**src/design/sthc_pkg.sv**
```systemverilog
// sthc_pkg: types and fixed constants for the stick-to-color block.
// Holds the sample and color words, the cell link type and the arctangent table.
// No dependencies.
package sthc_pkg;

    localparam int CW           = 23;   // cordic vector width
    localparam int ZW           = 16;   // accumulated angle width
    localparam int AW           = 18;   // channel angle arithmetic width
    localparam int CORDIC_STEPS = 14;
    localparam int SQRT_STEPS   = 16;
    localparam int CHAN_STAGES  = 6;

    localparam logic signed [ZW-1:0] ANG_HALF_PI = 16'sd12868;

    localparam logic signed [AW-1:0] ANG_PI        = 18'sd25736;
    localparam logic signed [AW-1:0] ANG_TWO_PI    = 18'sd51472;
    localparam logic signed [AW-1:0] ANG_THIRD     = 18'sd17157;
    localparam logic signed [AW-1:0] ANG_TWO_THIRD = 18'sd34315;
    localparam logic signed [AW-1:0] PHASE_RED     = 18'sd0;
    localparam logic signed [AW-1:0] PHASE_GREEN   = ANG_THIRD;
    localparam logic signed [AW-1:0] PHASE_BLUE    = ANG_TWO_THIRD;

    localparam logic [30:0] LEVEL_ROUND = 31'd17157;
    localparam logic [15:0] LEVEL_DIV   = 16'd34314;
    localparam logic [16:0] LEVEL_RECIP = 17'd125166;   // floor(2^32 / 34314)
    localparam logic signed [AW-1:0] MAG_OFFSET = 18'sd16384;
    localparam logic signed [AW-1:0] SUM_SAT    = 18'sd54400;
    localparam logic [19:0] TENTH_RECIP = 20'd838861;   // ceil(2^23 / 10)
    localparam logic [15:0] FULL_SCALE  = 16'd65280;

    typedef struct packed {
        logic [7:0] stick_x;
        logic [7:0] stick_y;
    } sample_t;

    typedef struct packed {
        logic [15:0] red;
        logic [15:0] green;
        logic [15:0] blue;
    } color_t;

    typedef struct packed {
        logic signed [CW-1:0] cx;
        logic signed [CW-1:0] cy;
        logic signed [ZW-1:0] z;
        logic                 zero;
        logic [31:0]          rem;
        logic [31:0]          root;
    } work_t;

    typedef struct packed {
        logic  valid;
        work_t work;
    } link_t;

    function automatic logic signed [ZW-1:0] atan_step(input int idx);
        logic signed [ZW-1:0] a;
        case (idx)
            0:       a = 16'sd6434;
            1:       a = 16'sd3798;
            2:       a = 16'sd2007;
            3:       a = 16'sd1019;
            4:       a = 16'sd511;
            5:       a = 16'sd256;
            6:       a = 16'sd128;
            7:       a = 16'sd64;
            8:       a = 16'sd32;
            9:       a = 16'sd16;
            10:      a = 16'sd8;
            11:      a = 16'sd4;
            12:      a = 16'sd2;
            13:      a = 16'sd1;
            default: a = 16'sd0;
        endcase
        return a;
    endfunction

endpackage

```
**src/design/sthc_cell.sv**
```systemverilog
// sthc_cell: one cell of the angle and magnitude chain.
// Does one square-root bit per cycle, plus one cordic micro-rotation in the first
// 14 cells; uses sthc_pkg.
module sthc_cell #(
    parameter int STEP = 0
) (
    input  logic            clk,
    input  logic            rst_n,
    input  sthc_pkg::link_t feed,
    output sthc_pkg::link_t pass
);

    localparam logic [31:0] RootBit = 32'(1) << (30 - 2 * STEP);

    logic                           vld_reg;
    sthc_pkg::work_t                work_reg;
    sthc_pkg::work_t                work_next;
    logic signed [sthc_pkg::CW-1:0] dx;
    logic signed [sthc_pkg::CW-1:0] dy;
    logic [31:0]                    trial;

    always_comb
    begin
        work_next = feed.work;
        dx        = feed.work.cy >>> STEP;
        dy        = feed.work.cx >>> STEP;
        if (STEP < sthc_pkg::CORDIC_STEPS)
        begin
            if (!feed.work.cy[sthc_pkg::CW-1])
            begin
                work_next.cx = feed.work.cx + dx;
                work_next.cy = feed.work.cy - dy;
                work_next.z  = feed.work.z + sthc_pkg::atan_step(STEP);
            end
            else
            begin
                work_next.cx = feed.work.cx - dx;
                work_next.cy = feed.work.cy + dy;
                work_next.z  = feed.work.z - sthc_pkg::atan_step(STEP);
            end
        end
        trial = feed.work.root + RootBit;
        if (feed.work.rem >= trial)
        begin
            work_next.rem  = feed.work.rem - trial;
            work_next.root = (feed.work.root >> 1) + RootBit;
        end
        else
        begin
            work_next.root = feed.work.root >> 1;
        end
    end

    always_ff @(posedge clk or negedge rst_n)
    begin
        if (!rst_n)
        begin
            vld_reg <= 1'b0;
        end
        else
        begin
            vld_reg <= feed.valid;
        end
    end

    always_ff @(posedge clk)
    begin
        work_reg <= work_next;
    end

    assign pass.valid = vld_reg;
    assign pass.work  = work_reg;

endmodule

```
**config.mk**
```make
export PLATFORM = sky130hd
export DESIGN_NAME = sthc_cell
export DESIGN_NICKNAME = d
export VERILOG_FILES = /design/src/design/sthc_pkg.sv /design/src/design/sthc_cell.sv
export SDC_FILE = /design/constraint.sdc
export NUM_CORES = 1
export LEC_CHECK = 0
export ABC_CLOCK_PERIOD_IN_PS = 1250
export CORE_MARGIN = 4
export CORE_UTILIZATION = 60
export DETAILED_ROUTE_END_ITERATION = 10
export DONT_BUFFER_PORTS = 1
export PLACE_DENSITY = 0.86
export SLEW_MARGIN = 5
export SYNTH_ARGS = -nofsm -noshare
export SYNTH_HDL_FRONTEND = slang
export SYNTH_SLANG_ARGS = --single-unit
```
**constraint.sdc**
```tcl
create_clock -name clk -period 1.25 [get_ports clk]
set_clock_uncertainty 0.1 [all_clocks]
set_input_delay 0.1875 -clock clk [delete_from_list [all_inputs] [get_ports clk]]
set_output_delay 0.1875 -clock clk [all_outputs]
set_load 0.02 [all_outputs]
```
==> run metrics, run 1 <==
status=stopped before the end; Stop stage=global routing (5_1_grt); First Err=[ERROR GRT-0232] Routing congestion too high. Check the congestion heatmap in the GUI.; die width=131 µm; clock root cell=clkbuf_16; synthesized area=9130 µm²; leading cell types by count after synthesis=dfxtp_1 (126), ha_1 (117), inv_1 (109); sequential share of the synthesized area=27.9%; share of the synthesized area in the top cell type=27.6%; initial core utilization=62.1%; H-tree depth=4; Tot GR Track Use=70.5%; Yosys top cell by area=dfxtp_1; CTS buffer count=17; placed cell area=11,600 µm²; Top FF cell, synth=dfxtp_1; synth top area cells=dfxtp_1 (28%), ha_1 (16%), xnor2_1 (6.4%), a21oi_1 (5.9%), inv_1 (4.5%); row cnt=44; register bit total from synthesis=127; # clock sinks=127; Cells after Synth=1,073; Worst endpoint type=register input; Ys Warns=0; Syn Nets=1,325; Netlist cell types=74; Post-synth ARST share=0.787%; IO buf count=0; clock buffer depth=2; synthesized area per cell=8.51 µm²; grt ovf=149; post-GRT worst EP=pass[40]$_DFF_P_/D; placer congestion estimate=0.935; # IOs=258; cell with the most instances after synthesis=dfxtp_1; DIE HEIGHT=131 µm; largest net degree at the start of global routing=54; Post-synth EDFFs=0; post-DP HPWL=23,800 µm
==> stage by stage <==
stage | setup slack (ps) | instances | hold slack, ps | setup TNS, ps
global placement | -1420 | 1483 | -208 | -89540
detailed placement | -1470 | 1483 | -208 | -94520
CTS | -1050 | 1607 | -318 | -57930
floorplan | -1310 | 1073 | -208 | -75460
==> kinds of logic after synthesis <==
| family | after synthesis | synth area share (%) |
|---|---|---|
| compound gates | 314 | 21.8 |
| fa+ha+maj | 122 | 17.1 |
| buf+inv | 148 | 6.47 |
| simple gates | 233 | 12.3 |
| mux | 41 | 5.97 |
| xor+xnor | 88 | 8.44 |
| flops | 127 | 27.9 |
==> what timing repair did <==
item,4_1_cts
setup buffers,25
setup endpoints to repair,83
endpoints found under the hold margin,99
hold buffers,74
pin swaps,74
resized for setup,113
==> per-layer routing <==
layer / GRT overflow / global-route usage (%)
met1: 0 / 67.6
met5: 0 / 1.11
met3: 2 / 49.6
met4: 66 / 79.0
met2: 81 / 92.7
==> run 2, diff against run 1 <==
- CORE_UTILIZATION: 60 -> 40
- PLACE_DENSITY: 0.86 -> not set
- PLACE_DENSITY_LB_ADDON: not set -> 0.15
==> run metrics, run 2 <==
Hold Path Class=input port to register; drt total wl=30,700 µm; commonest non-fill, non-tap cell in the layout=buf_4; Worst setup EP type=register; DIE HEIGHT=159 µm (+21%); initial core utilization=40.5% (-22 points); Clock Pin Slew Worst Setup and Hold Paths=60 ps; Setup CP Type=input port to register; Core ar.=22,600 µm²; die width=159 µm (+21%); LEAKAGE=6.53 nW; Netlist cell types=74 (unchanged); synth top area cells=dfxtp_1 (28%), ha_1 (16%), xnor2_1 (6.4%), a21oi_1 (5.9%), inv_1 (4.5%); row cnt=55 (+25%); commonest cells after routing, fill and taps aside=buf_4 (280), dfxtp_1 (125), ha_1 (96); GRT busiest layer=met2; # IOs=258 (unchanged); CTS buffer count=17 (unchanged); largest net degree at the start of global routing=54; Max Cap Violations=0; vias in the first global route=9,452; Post-synth EDFFs=0 (unchanged); sequential share of the synthesized area=27.9% (unchanged); relative slew slack=68.6%; Fill cells=1,969; DP Worst Slack=-1470 ps (-2.76 ps); drt via density=5.21; Top FF cell, synth=dfxtp_1; Antenna Cells=0; Fmax=439 MHz; final-report setup violation count=77; WP data required=1460 ps; share of the synthesized area in the top cell type=27.6% (unchanged); Starting DRT DRC Count=423; Yosys top cell by area=dfxtp_1; drt first pass iters=7; Post-synth ARST share=0.787% (unchanged); synthesized area per cell=8.51 µm² (unchanged); Tot GR Track Use=23.2%; TritonCTS clock tree=done; worst slew pin tran=471 ps; leading cell types by count after synthesis=dfxtp_1 (126), ha_1 (117), inv_1 (109); unrepaired setup endpoints after global routing=yes; die area=25,300 µm²; clock root cell=clkbuf_16; final worst-path cycle share=182%; Ys Warns=0 (unchanged); # clock sinks=127 (unchanged); clock buffer depth=2 (unchanged); synthesized area=9130 µm² (unchanged); placer congestion estimate=0.901 (-3.6%); WP data arrival=2490 ps; grt ovf=0; Final ANT Viol Nets=0; Pins Over Slew Limit=0; fin worst setup slack=-1030 ps; global-route wire length before repair=48,400 µm; violated checks=negative hold slack, negative setup slack; max reg flops=126; Final Hold Fails=24; Area growth syn-to-layout=53.6%; minimum clock period=2280 ps; H-tree depth=4 (unchanged); hold_ws=-310 ps; total number of vias=9,013; met2 Use GR=42.4%; Avg WL per Cell=17.7 µm; cell with the most instances after synthesis=dfxtp_1; crit path max fanout=22; share of layout cells above drive strength 1=37.7%; number of remaining DRC errors=0; Startpoint Class=input port; post-DP HPWL=23,000 µm (-3.0%); Syn Nets=1,325 (unchanged); setup tns final=-56,350 ps; Cells after Synth=1,073 (unchanged); Final #Nets=1,684; register bit total from synthesis=127 (unchanged); GRT met3 Usage=5.64%; Peak VDD IR=0.889 mV; initial antenna violation count=0; Power Total=16.8 mW; M1 GR Usage=26.9%; status=finished, violations left; IO buf count=0 (unchanged); power per cell area=1200 nW/µm²
## run 2: final cells by class
type                       instances  area, µm²  area share [%]
multi-input combinational        798       6950            49.5
tap                              285        357            2.54
clock inverter                    14        158            1.12
sequential                       127       2550            18.2
clock buffer                      18        429            3.06
timing repair buffer             377       3110            22.1
inverter                         111        484            3.45
## run 2: report_power, final
part | switching [mW] | total (mW) | internal (mW)
clock | 2.07 | 5.04 | 2.97
sequential | 1.30 | 6.09 | 4.79
combinational | 2.62 | 5.69 | 3.06
total | 5.99 | 16.8 | 10.8
## run 2: critical path, cell delays in order
cell       delay, ps
inv_12            10
ha_4             150
fa_2             420
nor2b_4          160
o2111ai_2        160
nand3_2          110
nand2_2           60
a21oi_2          150
nor3_2            70
o41ai_2          330
a211oi_4         150
buf_12           200
mux2_4           310
## run 2: routing by layer
layer | wire length, µm | vias up
met5 | 0 | -
met4 | 692 | 0
met3 | 1800 | 47
met2 | 15600 | 262
met1 | 12600 | 4258
li1 | - | 4446
## run 2: per-stage QoR
stage / util (%) / instances / instance area [µm²]
detailed placement: 52.4 / 1599 / 11800
CTS: 60.8 / 1723 / 13700
global placement: 52.4 / 1599 / 11800
global route: 62.2 / 1730 / 14000
finish: 62.2 / 1730 / 14000
floorplan: - / 1073 / 9620
## run 2: worst paths after layout
path | from | endpoint | depth (start not counted)
max in group asynchronous | rst_n | vld_reg$_DFF_PN0_ | 2
hold / removal | feed[1] | pass[0]$_DFF_P_ | 0
min in group asynchronous | rst_n | vld_reg$_DFF_PN0_ | 2
setup / recovery | feed[32] | pass[41]$_DFF_P_ | 13
## run 2: kinds of logic (layout without fill, tap and decap cells)
logic type / count (synthesis) / in the layout / synth area share [%]
AOI/OAI and AO/OA: 314 / 314 / 21.8
xor gates and xnor gates: 88 / 88 / 8.44
adders and majority gates: 122 / 122 / 17.1
buffers and inverters: 148 / 520 / 6.47
DFF: 127 / 127 / 27.9
muxes: 41 / 41 / 5.97
and+or+nand+nor: 233 / 233 / 12.3
## run 2: repair_timing
action / in CTS / in global routing
buffers inserted: 19 / 13
resized for setup: 97 / 58
hold buffers: 76 / 1
endpoints found under the setup margin: 81 / 81
pin swaps: 71 / 53
hold endpoints to repair: 103 / 26
Power figures use the tool's default switching activity.
