===== config.mk =====
export PLATFORM = sky130hd
export DESIGN_NAME = sthc_chan
export DESIGN_NICKNAME = d
export VERILOG_FILES = /design/src/design/sthc_pkg.sv /design/src/design/sthc_chan.sv
export SDC_FILE = /design/constraint.sdc
export NUM_CORES = 1
export LEC_CHECK = 0
export BUFFER_PORTS_ARGS = -buffer_cell sky130_fd_sc_hd__buf_2
export CAP_MARGIN = 20
export CORE_ASPECT_RATIO = 1.5
export CORE_UTILIZATION = 60
export DETAILED_ROUTE_END_ITERATION = 10
export PLACE_DENSITY = 0.81
export RECOVER_POWER = 50
export SLEW_MARGIN = 20
export SYNTH_ARGS = -nofsm -noshare
export SYNTH_HDL_FRONTEND = slang
export SYNTH_SLANG_ARGS = --single-unit

===== constraint.sdc =====
create_clock -name clk -period 12.4 [get_ports clk]
set_clock_uncertainty 0.05 [all_clocks]
set_input_delay 1.86 -clock clk [delete_from_list [all_inputs] [get_ports clk]]
set_output_delay 1.86 -clock clk [all_outputs]
set_load 0.05 [all_outputs]

===== src/design/sthc_pkg.sv =====
// sthc_pkg: types and fixed constants for the stick-to-color block.
// Holds the sample and color words, the cell link type and the arctangent table.
// No dependencies.
package sthc_pkg;

    localparam int CW           = 23;   // cordic vector width
    localparam int ZW           = 16;   // accumulated angle width
    localparam int AW           = 18;   // channel angle arithmetic width
    localparam int CORDIC_STEPS = 14;
    localparam int SQRT_STEPS   = 16;
    localparam int CHAN_STAGES  = 6;

    localparam logic signed [ZW-1:0] ANG_HALF_PI = 16'sd12868;

    localparam logic signed [AW-1:0] ANG_PI        = 18'sd25736;
    localparam logic signed [AW-1:0] ANG_TWO_PI    = 18'sd51472;
    localparam logic signed [AW-1:0] ANG_THIRD     = 18'sd17157;
    localparam logic signed [AW-1:0] ANG_TWO_THIRD = 18'sd34315;
    localparam logic signed [AW-1:0] PHASE_RED     = 18'sd0;
    localparam logic signed [AW-1:0] PHASE_GREEN   = ANG_THIRD;
    localparam logic signed [AW-1:0] PHASE_BLUE    = ANG_TWO_THIRD;

    localparam logic [30:0] LEVEL_ROUND = 31'd17157;
    localparam logic [15:0] LEVEL_DIV   = 16'd34314;
    localparam logic [16:0] LEVEL_RECIP = 17'd125166;   // floor(2^32 / 34314)
    localparam logic signed [AW-1:0] MAG_OFFSET = 18'sd16384;
    localparam logic signed [AW-1:0] SUM_SAT    = 18'sd54400;
    localparam logic [19:0] TENTH_RECIP = 20'd838861;   // ceil(2^23 / 10)
    localparam logic [15:0] FULL_SCALE  = 16'd65280;

    typedef struct packed {
        logic [7:0] stick_x;
        logic [7:0] stick_y;
    } sample_t;

    typedef struct packed {
        logic [15:0] red;
        logic [15:0] green;
        logic [15:0] blue;
    } color_t;

    typedef struct packed {
        logic signed [CW-1:0] cx;
        logic signed [CW-1:0] cy;
        logic signed [ZW-1:0] z;
        logic                 zero;
        logic [31:0]          rem;
        logic [31:0]          root;
    } work_t;

    typedef struct packed {
        logic  valid;
        work_t work;
    } link_t;

    function automatic logic signed [ZW-1:0] atan_step(input int idx);
        logic signed [ZW-1:0] a;
        case (idx)
            0:       a = 16'sd6434;
            1:       a = 16'sd3798;
            2:       a = 16'sd2007;
            3:       a = 16'sd1019;
            4:       a = 16'sd511;
            5:       a = 16'sd256;
            6:       a = 16'sd128;
            7:       a = 16'sd64;
            8:       a = 16'sd32;
            9:       a = 16'sd16;
            10:      a = 16'sd8;
            11:      a = 16'sd4;
            12:      a = 16'sd2;
            13:      a = 16'sd1;
            default: a = 16'sd0;
        endcase
        return a;
    endfunction

endpackage


===== src/design/sthc_chan.sv =====
// sthc_chan: one color channel, from stick angle and magnitude to 8.8 level.
// Six register stages; uses sthc_pkg constants.
module sthc_chan (
    input  logic                           clk,
    input  logic signed [sthc_pkg::ZW-1:0] angle,
    input  logic [15:0]                    mag,
    input  logic signed [sthc_pkg::AW-1:0] phase,
    output logic [15:0]                    level
);

    logic signed [sthc_pkg::AW-1:0] v_raw;
    logic signed [sthc_pkg::AW-1:0] v_wrap;
    logic signed [sthc_pkg::AW-1:0] v_lim;
    logic signed [sthc_pkg::AW-1:0] t_full;
    logic [30:0]                    num_next;
    logic [30:0]                    num_reg;
    logic [15:0]                    mag0_reg;

    logic [47:0]                    prod_next;
    logic [47:0]                    prod_reg;
    logic [30:0]                    num1_reg;
    logic [15:0]                    mag1_reg;

    logic [15:0]                    q0;
    logic [31:0]                    back_next;
    logic [31:0]                    back_reg;
    logic [15:0]                    q0_reg;
    logic [30:0]                    num2_reg;
    logic [15:0]                    mag2_reg;

    logic [31:0]                    rem;
    logic [15:0]                    lvl;
    logic signed [sthc_pkg::AW-1:0] sum_next;
    logic signed [sthc_pkg::AW-1:0] sum_reg;

    logic [19:0]                    n2;
    logic [39:0]                    scl_next;
    logic [39:0]                    scl_reg;
    logic                           pos_reg;
    logic                           sat_reg;

    logic [15:0]                    level_next;
    logic [15:0]                    level_reg;

    always_comb
    begin
        v_raw = phase - sthc_pkg::AW'(angle);
        if (v_raw > sthc_pkg::ANG_TWO_PI)
        begin
            v_wrap = v_raw - sthc_pkg::ANG_TWO_PI;
        end
        else if (v_raw > sthc_pkg::ANG_PI)
        begin
            v_wrap = v_raw - sthc_pkg::ANG_PI;
        end
        else if (v_raw < -sthc_pkg::ANG_PI)
        begin
            v_wrap = v_raw + sthc_pkg::ANG_PI;
        end
        else
        begin
            v_wrap = v_raw;
        end
        v_lim    = (v_wrap > sthc_pkg::ANG_THIRD) ? '0 : v_wrap;
        t_full   = sthc_pkg::ANG_THIRD - v_lim;
        num_next = {t_full[15:0], 15'b0} + sthc_pkg::LEVEL_ROUND;
    end

    assign prod_next = {17'b0, num_reg} * {31'b0, sthc_pkg::LEVEL_RECIP};

    assign q0        = prod_reg[47:32];
    assign back_next = {16'b0, q0} * {16'b0, sthc_pkg::LEVEL_DIV};

    always_comb
    begin
        rem      = {1'b0, num2_reg} - back_reg;
        lvl      = q0_reg + ((rem >= {16'b0, sthc_pkg::LEVEL_DIV}) ? 16'd1 : 16'd0);
        sum_next = $signed({2'b0, lvl}) + $signed({2'b0, mag2_reg}) - sthc_pkg::MAG_OFFSET;
    end

    assign n2       = {3'b0, sum_reg[16:0]} * 20'd12 + 20'd5;
    assign scl_next = {20'b0, n2} * {20'b0, sthc_pkg::TENTH_RECIP};

    always_comb
    begin
        if (!pos_reg)
        begin
            level_next = '0;
        end
        else if (sat_reg)
        begin
            level_next = sthc_pkg::FULL_SCALE;
        end
        else
        begin
            level_next = scl_reg[38:23];
        end
    end

    always_ff @(posedge clk)
    begin
        num_reg   <= num_next;
        mag0_reg  <= mag;
        prod_reg  <= prod_next;
        num1_reg  <= num_reg;
        mag1_reg  <= mag0_reg;
        back_reg  <= back_next;
        q0_reg    <= q0;
        num2_reg  <= num1_reg;
        mag2_reg  <= mag1_reg;
        sum_reg   <= sum_next;
        scl_reg   <= scl_next;
        pos_reg   <= (sum_reg > 18'sd0);
        sat_reg   <= (sum_reg > sthc_pkg::SUM_SAT);
        level_reg <= level_next;
    end

    assign level = level_reg;

endmodule


==> results of run 1 <==
==> layer usage <==
layer	track usage (%)	routed length [um]
met5	0	0
met4	18.6	4200
met3	2.20	1520
met2	56.7	32000
met1	27.2	20200
==> final cells by class <==
| type | instances | area share (%) |
|---|---|---|
| Inverter | 575 | 8.16 |
| Multi-Input combinational cell | 1783 | 69.2 |
| Clock inverter | 14 | 0.771 |
| Timing Repair Buffer | 69 | 1.32 |
| Sequential cell | 209 | 15.8 |
| Clock buffer | 27 | 2.31 |
| Tap cell | 506 | 2.39 |
==> worst min path at each step <==
stage	slack (ns)	start	end
CTS	0.27	mag0_reg[2]	mag1_reg[2]
detailed placement	0.26	mag0_reg[11]	mag1_reg[11]
global placement	0.26	mag1_reg[14]	mag2_reg[14]
floorplan	0.26	mag0_reg[0]	mag1_reg[0]
global route	0.28	mag0_reg[13]	mag1_reg[13]
finish	0.27	mag0_reg[2]	mag1_reg[2]
==> kinds of logic (layout without fill, tap and decap cells) <==
family	after synthesis	count (layout)	synth area share [%]
adder cells (fa/ha/maj)	780	780	47.5
buffers and inverters	593	685	9.07
multiplexers	10	10	0.410
AO/OA/AOI/OAI	427	427	12.1
flip-flops	209	209	16.9
XOR/XNOR	146	146	5.26
AND/OR/NAND/NOR	420	420	8.75
==> cell usage in the layout (no fill, tap or decap), drive strengths merged, types with 7 or more instances in the layout <==
cell     instances
nand2           75
clkbuf          28
nor3            49
a21o            32
xor2            44
and2            24
a211o           11
nor2           100
dfxtp          209
xnor2          102
nand4           18
ha             514
o211ai          14
a21boi          12
or2             14
or3             15
fa             266
a21oi          114
o31ai           11
a31oi           13
nand3           50
nand2b          12
o22ai            8
and3            22
o21a            36
o21bai          16
o21ai           67
mux2i            9
inv            578
nor2b           11
a211oi          14
a22oi            7
a2111oi         10
buf             68
==> through the flow <==
stage / setup slack (ns) / util, % / area (um^2)
after floorplan: 2.91 / - / 24700
after global placement: 1.67 / 63.4 / 25600
after detailed placement: 1.25 / 63.4 / 25600
after CTS: 1.14 / 65.4 / 26400
after global routing: 0.470 / 65.4 / 26400
final: 1.24 / 65.4 / 26400
==> impl_metrics.csv, run 1 <==
group,metric,value,unit
status,status,"finished, final reports clean",
logic_synthesis,synth.avg_cell_area,9.57,um^2
logic_synthesis,synth_ff_type,"dfxtp_1",
flow_run,cap_viol_max_count,0,
route,vias,18249,
die,std_cell_rows,90,
route,drt.antenna.violating_nets,0,
timing,fin_hold_ws,0.271,ns
worst_setup_path,crit_buf_inv,6,
cts,holdBufCountCts,0,
die,initial_core_util,61.2,%
timing,fmaxAchievable,89.6,MHz
grt,grt_overflow,0,
die,die-area,42100,um^2
die,die_y,251,um
grt,grt_pass1_vias,19698,
route,routed_wl,57900,um
worst_setup_path,max_stage_delay,0.79,ns
worst_setup_path,end_kind,"register",
timing,final_max_slew_viol_count,0,
cts,cts.path.max_buffers,3,
worst_setup_path,reg2regPathDepth,40,
logic_synthesis,yosysWarnings,0,
finish,multi_input_area,18300,um^2
logic_synthesis,syn-num-nets,3416,
finish,num-nets-final,3492,
grt,grt_usage,28.4,%
die,core,40400,um^2
timing,period_minus_slack,11.16,ns
grt,antenna_found_initial,0,
logic_synthesis,yosysTopAreaCell,"ha_1",
cts,clock_latency,0.53,ns
finish,regArea,4180,um^2
cts,cts_setup_buffers,0,
timing,finalCritPeriodShare,90.0,%
logic_synthesis,netlist_top_cells_area,"ha_1 26%, fa_1 22%, dfxtp_1 17%, inv_1 8.7%, xnor2_1 3.5%",
place,placed_cells,3142,
logic_synthesis,yosys.cell_count.top_type,"inv_1",
logic_synthesis,yosysTopAreaCellShare,26.0,%
die,io_pins,67,
route,vias_per_cell,5.73,
worst_setup_path,worstSetupPathType,"reg2reg",
logic_synthesis,netlist-cell-type-count,93,
logic_synthesis,synth_edf_count,0,
finish,area_growth,6.93,%
route,drc,0,
cts,cts_buffers,23,
worst_setup_path,path_depth,40,
timing,setup_tns,0,ns
worst_setup_path,worstPathMaxFanout,8,
worst_setup_path,r2r_slack,1.24,ns
timing,hold_viol,0,
worst_setup_path,startpoint,"sum_reg[0]",
logic_synthesis,async_reset_ff_share,0,%
worst_setup_path,arrival,11.56,ns
logic_synthesis,ys_seq_area_share,16.9,%
cts,cts_resized,0,
place,globalplace.congestion,0.982,
grt,grt_max_degree,19,
finish,drive_above_1_share,5.83,%
worst_setup_path,cp-endpoint,"scl_reg[38]",
die,dieWidth,168,um
finish,fillers,3167,
logic_synthesis,synthTopCellsByCount,"575 x inv_1, 514 x ha_1, 266 x fa_1, 209 x dfxtp_1, 113 x a21oi_1",
min_path,hold_path_depth,0,
cts,htree_levels,1,
route,routedWlPerCell,18.2,um
cts,cts_tree,"built",
logic_synthesis,ys_ff_latch,209,
timing,finalSetupViolations,0,
cts,cts.reportedPaths.clkPinSlew,0.07,ns
timing,max_slew_margin,33.4,%
min_path,hold_path.class,"reg2reg",
worst_setup_path,cp_slowest_cell,"a2111oi_0",
worst_setup_path,r2r-end,"scl_reg[38]",
cts,clock-sinks,209,
timing,rsz0062_at_grt,"no",
place,port_buffers,66,
worst_setup_path,critPathLaunchType,"register",
worst_setup_path,cp_data_required_time,12.80,ns
worst_setup_path,r2r_start,"sum_reg[0]",
route,dr.pass1.iters,5,
logic_synthesis,syn_inst,2585,
finish,final_cells,3183,
finish,largest_reg_flops,29,
worst_setup_path,crit_family,"adder cells",
finish,diodes,0,
logic_synthesis,syn-cell-area,24700,um^2
grt,grt_pass1_wl,94300,um
place,hpwl,49700,um
cts,root_buffer,"clkbuf_16",
timing,worstMarginPinSlew,0.986,ns
route,drt_iter0_drc,764,
Power of run 1 is left out: the tool's default activity adds up to more than one toggle a clock period on the data nets, which glitch-free logic cannot reach.
==> inputs of run 2 (changes only) <==
RECOVER_POWER = unset   (was 50)
==> run 2 against run 1 <==
Effect of this change: first-iteration DRC count down 0.92%; fmax about the same; critical path depth did not move; worst setup slack barely moved; count of clock-buffer cells in the layout did not move; non-clock buffer count stayed put; global-route usage stayed put; register-to-register slack is essentially flat; cell area barely moved; sequential share of layout area about the same; highest routed layer unchanged.
==> impl_metrics.csv, run 2 (synthesized netlist as in run 1, its figures left out) <==
group,metric,value,unit
status,status,"finished, final reports clean",
grt,grt_most_used_layer,"met2",
worst_setup_path,worstPathMaxFanout,8,
route,drc,0,
worst_setup_path,cp_data_required_time,12.80,ns
grt,grt_pass1_wl,94300,um
cts,root_buffer,"clkbuf_16",
place,hpwl,49700,um
finish,largest_reg_flops,29,
cts,clock-sinks,209,
route,routedWlPerCell,18.2,um
timing,max_slew_margin,33.6,%
worst_setup_path,critPathLaunchType,"register",
timing,finalCritPeriodShare,90.0,%
finish,fillers,3165,
cts,cts_setup_buffers,0,
route,drt.antenna.violating_nets,0,
finish,final_util,65.4,%
route,vias_per_cell,5.72,
finish,num-nets-final,3492,
place,placed_area,25600,um^2
die,io_pins,67,
die,std_cell_rows,90,
timing,finalSetupViolations,0,
cts,clock_latency,0.53,ns
finish,diodes,0,
worst_setup_path,max_stage_delay,0.79,ns
route,drt_iter0_drc,757,
finish,area_growth,6.95,%
timing,period_minus_slack,11.16,ns
die,dieWidth,168,um
finish,drive_above_1_share,5.86,%
flow_run,cap_viol_max_count,0,
grt,grt_use_met3,2.20,%
grt,met2_usage,56.7,%
grt,grtUsageMet1,27.2,%
min_path,hold_path.class,"reg2reg",
die,core,40400,um^2
place,port_buffers,66,
cts,cts_buffers,23,
cts,htree_levels,1,
grt,grt_usage,28.4,%
timing,worstMarginPinSlew,0.983,ns
finish,stdcell_area,26500,um^2
timing,fmaxAchievable,89.6,MHz
finish,mostFrequentLayoutCell,"inv_1",
cts,holdBufCountCts,0,
worst_setup_path,arrival,11.56,ns
grt,grt_overflow,0,
worst_setup_path,worstSetupPathType,"reg2reg",
die,die-area,42100,um^2
route,dr.pass1.iters,5,
cts,cts_resized,0,
timing,final_max_slew_viol_count,0,
cts,cts.reportedPaths.clkPinSlew,0.07,ns
die,die_y,251,um
grt,grt_max_degree,19,
worst_setup_path,end_kind,"register",
place,globalplace.congestion,0.982,
cts,cts_tree,"built",
timing,setup_tns,0,ns
finish,final_cell_mix,"575 x inv_1, 514 x ha_1, 266 x fa_1, 209 x dfxtp_1, 113 x a21oi_1",
route,vias,18192,
route,routed_wl,57900,um
timing,rsz0062_at_grt,"no",
cts,cts.path.max_buffers,3,
die,initial_core_util,61.2,%
worst_setup_path,cp_slowest_cell,"a2111oi_0",
timing,hold_viol,0,
grt,grt_pass1_vias,19698,
grt,antenna_found_initial,0,
-- run 2: path summary, 6_finish.rpt --
path                                   from  slack (ns)           to  cells after the start
worst max-delay path             sum_reg[0]        1.24  scl_reg[38]                     40
worst min-delay path            mag0_reg[2]        0.27  mag1_reg[2]                      0
worst max register to register   sum_reg[0]        1.24  scl_reg[38]                     40
worst min register to register  mag0_reg[2]        0.27  mag1_reg[2]                      0
-- run 2: cell type report --
| class | instances | area, um^2 | share of cell area (%) |
|---|---|---|---|
| Clock buffer | 27 | 611 | 2.31 |
| Sequential cell | 209 | 4180 | 15.8 |
| Tap cell | 506 | 633 | 2.39 |
| Inverter | 575 | 2160 | 8.16 |
| Multi-Input combinational cell | 1783 | 18300 | 69.2 |
| Clock inverter | 14 | 204 | 0.771 |
| Timing Repair Buffer | 69 | 353 | 1.33 |
-- run 2: metrics by stage --
| stage | worst slack [ns] | cells | hold slack, ns |
|---|---|---|---|
| 2_1_floorplan | 2.91 | 2585 | 0.260 |
| 3_3_place_gp | 1.67 | 3142 | 0.262 |
| 3_5_place_dp | 1.25 | 3142 | 0.262 |
| 4_1_cts | 1.14 | 3183 | 0.271 |
| 5_1_grt | 0.470 | 3183 | 0.276 |
| 6_report | 1.24 | 3183 | 0.271 |
-- run 2: metal layers --
layer,vias up,wire length (um)
met3,204,1450
li1,8751,-
met5,-,0
met2,415,32100
met4,0,4140
met1,8822,20300
-- run 2: worst max-delay path, delay by kind of cell, from the launching register on --
| family | cells | cell delay [ns] |
|---|---|---|
| buffers and inverters | 6 | 0.44 |
| adders and majority gates | 10 | 4.17 |
| and+or+nand+nor | 6 | 1.03 |
| DFF | 1 | 0.49 |
| xor gates and xnor gates | 3 | 0.77 |
| AOI/OAI and AO/OA | 15 | 4.14 |
Power of run 2 is left out for the same reason.
==> inputs of run 3 (changes only) <==
BUFFER_PORTS_ARGS = unset   (was -buffer_cell sky130_fd_sc_hd__buf_2)
DONT_BUFFER_PORTS = 1   (was unset)
PLACE_DENSITY = 0.8   (was 0.81)
==> run 3 against run 2 <==
Effect of this change: routed wire length is 0.33% higher; worst setup slack better by 0.12 ns; non-clock buffer count is 66 lower; die area stayed put; register-to-register slack better by 0.12 ns; via count is 1.4% lower; core utilization is 1.1 points lower; first-iteration DRC count is 7.7% lower; fmax is 1.1% higher; global-route usage is 0.12 points higher; critical path depth stayed put; sequential cell count stayed put.
==> impl_metrics.csv, run 3 (synthesized netlist as in run 1, its figures left out) <==
group,metric,value,unit
status,status,"finished, final reports clean",
grt,antenna_found_initial,0,
place,placed_cells,3076,
die,std_cell_rows,90,
worst_setup_path,arrival,11.45,ns
timing,hold_viol,0,
finish,final_cells,3117,
grt,grt_usage,28.5,%
worst_setup_path,critPathLaunchType,"register",
route,drc,0,
timing,setup_tns,0,ns
finish,final_cell_mix,"575 x inv_1, 514 x ha_1, 266 x fa_1, 209 x dfxtp_1, 113 x a21oi_1",
finish,area_growth,5.19,%
grt,grt_overflow,0,
die,initial_core_util,61.2,%
timing,max_slew_margin,33.8,%
route,dr.pass1.iters,6,
grt,grt_max_degree,19,
timing,rsz0062_at_grt,"no",
timing,final_max_slew_viol_count,0,
worst_setup_path,worstSetupPathType,"reg2reg",
finish,diodes,0,
worst_setup_path,end_kind,"register",
worst_setup_path,max_stage_delay,0.73,ns
worst_setup_path,cp_data_required_time,12.81,ns
grt,grt_pass1_vias,19459,
route,drt.antenna.violating_nets,0,
timing,period_minus_slack,11.04,ns
cts,cts_buffers,23,
cts,cts_resized,0,
cts,holdBufCountCts,0,
finish,regArea,4180,um^2
die,die_y,251,um
timing,finalCritPeriodShare,89.0,%
timing,finalSetupViolations,0,
cts,clock-sinks,209,
route,drt_iter0_drc,699,
route,vias,17943,
route,routed_wl,58100,um
cts,cts_setup_buffers,0,
finish,multi_input_area,18300,um^2
cts,clock_latency,0.53,ns
route,vias_per_cell,5.76,
place,port_buffers,0,
cts,root_buffer,"clkbuf_16",
route,routedWlPerCell,18.7,um
die,dieWidth,168,um
cts,cts.reportedPaths.clkPinSlew,0.06,ns
cts,cts_tree,"built",
die,die-area,42100,um^2
die,core,40400,um^2
finish,largest_reg_flops,29,
place,hpwl,49800,um
timing,fmaxAchievable,90.6,MHz
flow_run,cap_viol_max_count,0,
cts,cts.path.max_buffers,3,
cts,htree_levels,1,
worst_setup_path,worstPathMaxFanout,8,
worst_setup_path,cp_slowest_cell,"a2111oi_0",
timing,worstMarginPinSlew,0.993,ns
finish,mostFrequentLayoutCell,"inv_1",
grt,grt_pass1_wl,94200,um
min_path,hold_path.class,"reg2reg",
place,globalplace.congestion,1.00,
finish,drive_above_1_share,3.56,%
die,io_pins,67,
finish,fillers,3231,
finish,num-nets-final,3426,
-- run 3: cell types whose count changed in the layout (fill, tap and decap cells not counted), sizes merged --
cell	delta
inv	+2
clkbuf	-2
buf	-66
clkinv	+6
bufinv	-4
clkinvlp	-2
-- run 3: per-stage QoR --
stage	setup slack [ns]	cell area [um^2]	util (%)	hold slack, ns
after global routing	0.539	26000	64.4	0.270
final	1.36	26000	64.4	0.268
after CTS	1.26	26000	64.3	0.270
after detailed placement	1.32	25300	62.6	0.262
after global placement	1.68	25300	62.6	0.260
after floorplan	2.91	24700	-	0.260
-- run 3: path summary, 6_finish.rpt --
kind                      from      endpoint  slack, ns  depth (start not counted)
setup / recovery    sum_reg[0]   scl_reg[38]       1.36                         40
hold / removal    mag1_reg[11]  mag2_reg[11]       0.27                          0
setup reg to reg    sum_reg[0]   scl_reg[38]       1.36                         40
hold reg to reg   mag1_reg[11]  mag2_reg[11]       0.27                          0
-- run 3: layout make-up --
type                            count  share of cell area, %
Multi-Input combinational cell   1783                   70.4
Inverter                          575                   8.30
Timing Repair Buffer                3                 0.0866
Clock buffer                       25                   2.32
Clock inverter                     16                  0.409
Sequential cell                   209                   16.1
Tap cell                          506                   2.43
-- run 3: worst max-delay path: cells and delay by family, from the launching register on --
kind | cells | cell delay (ns)
buffers and inverters | 6 | 0.45
AND/OR/NAND/NOR | 6 | 1.02
adder cells (fa/ha/maj) | 10 | 4.15
flip-flops | 1 | 0.49
XOR/XNOR | 3 | 0.76
AO/OA/AOI/OAI | 15 | 4.08
-- run 3: metal layers --
| metal | part of all wire (%) | vias up | global-route usage [%] |
|---|---|---|---|
| li1 | - | 8622 | - |
| met3 | 2.6 | 193 | 2.37 |
| met5 | 0 | - | 0 |
| met1 | 35 | 8744 | 27.1 |
| met4 | 7.3 | 0 | 19.4 |
| met2 | 56 | 384 | 56.8 |
Power of run 3 is left out for the same reason.
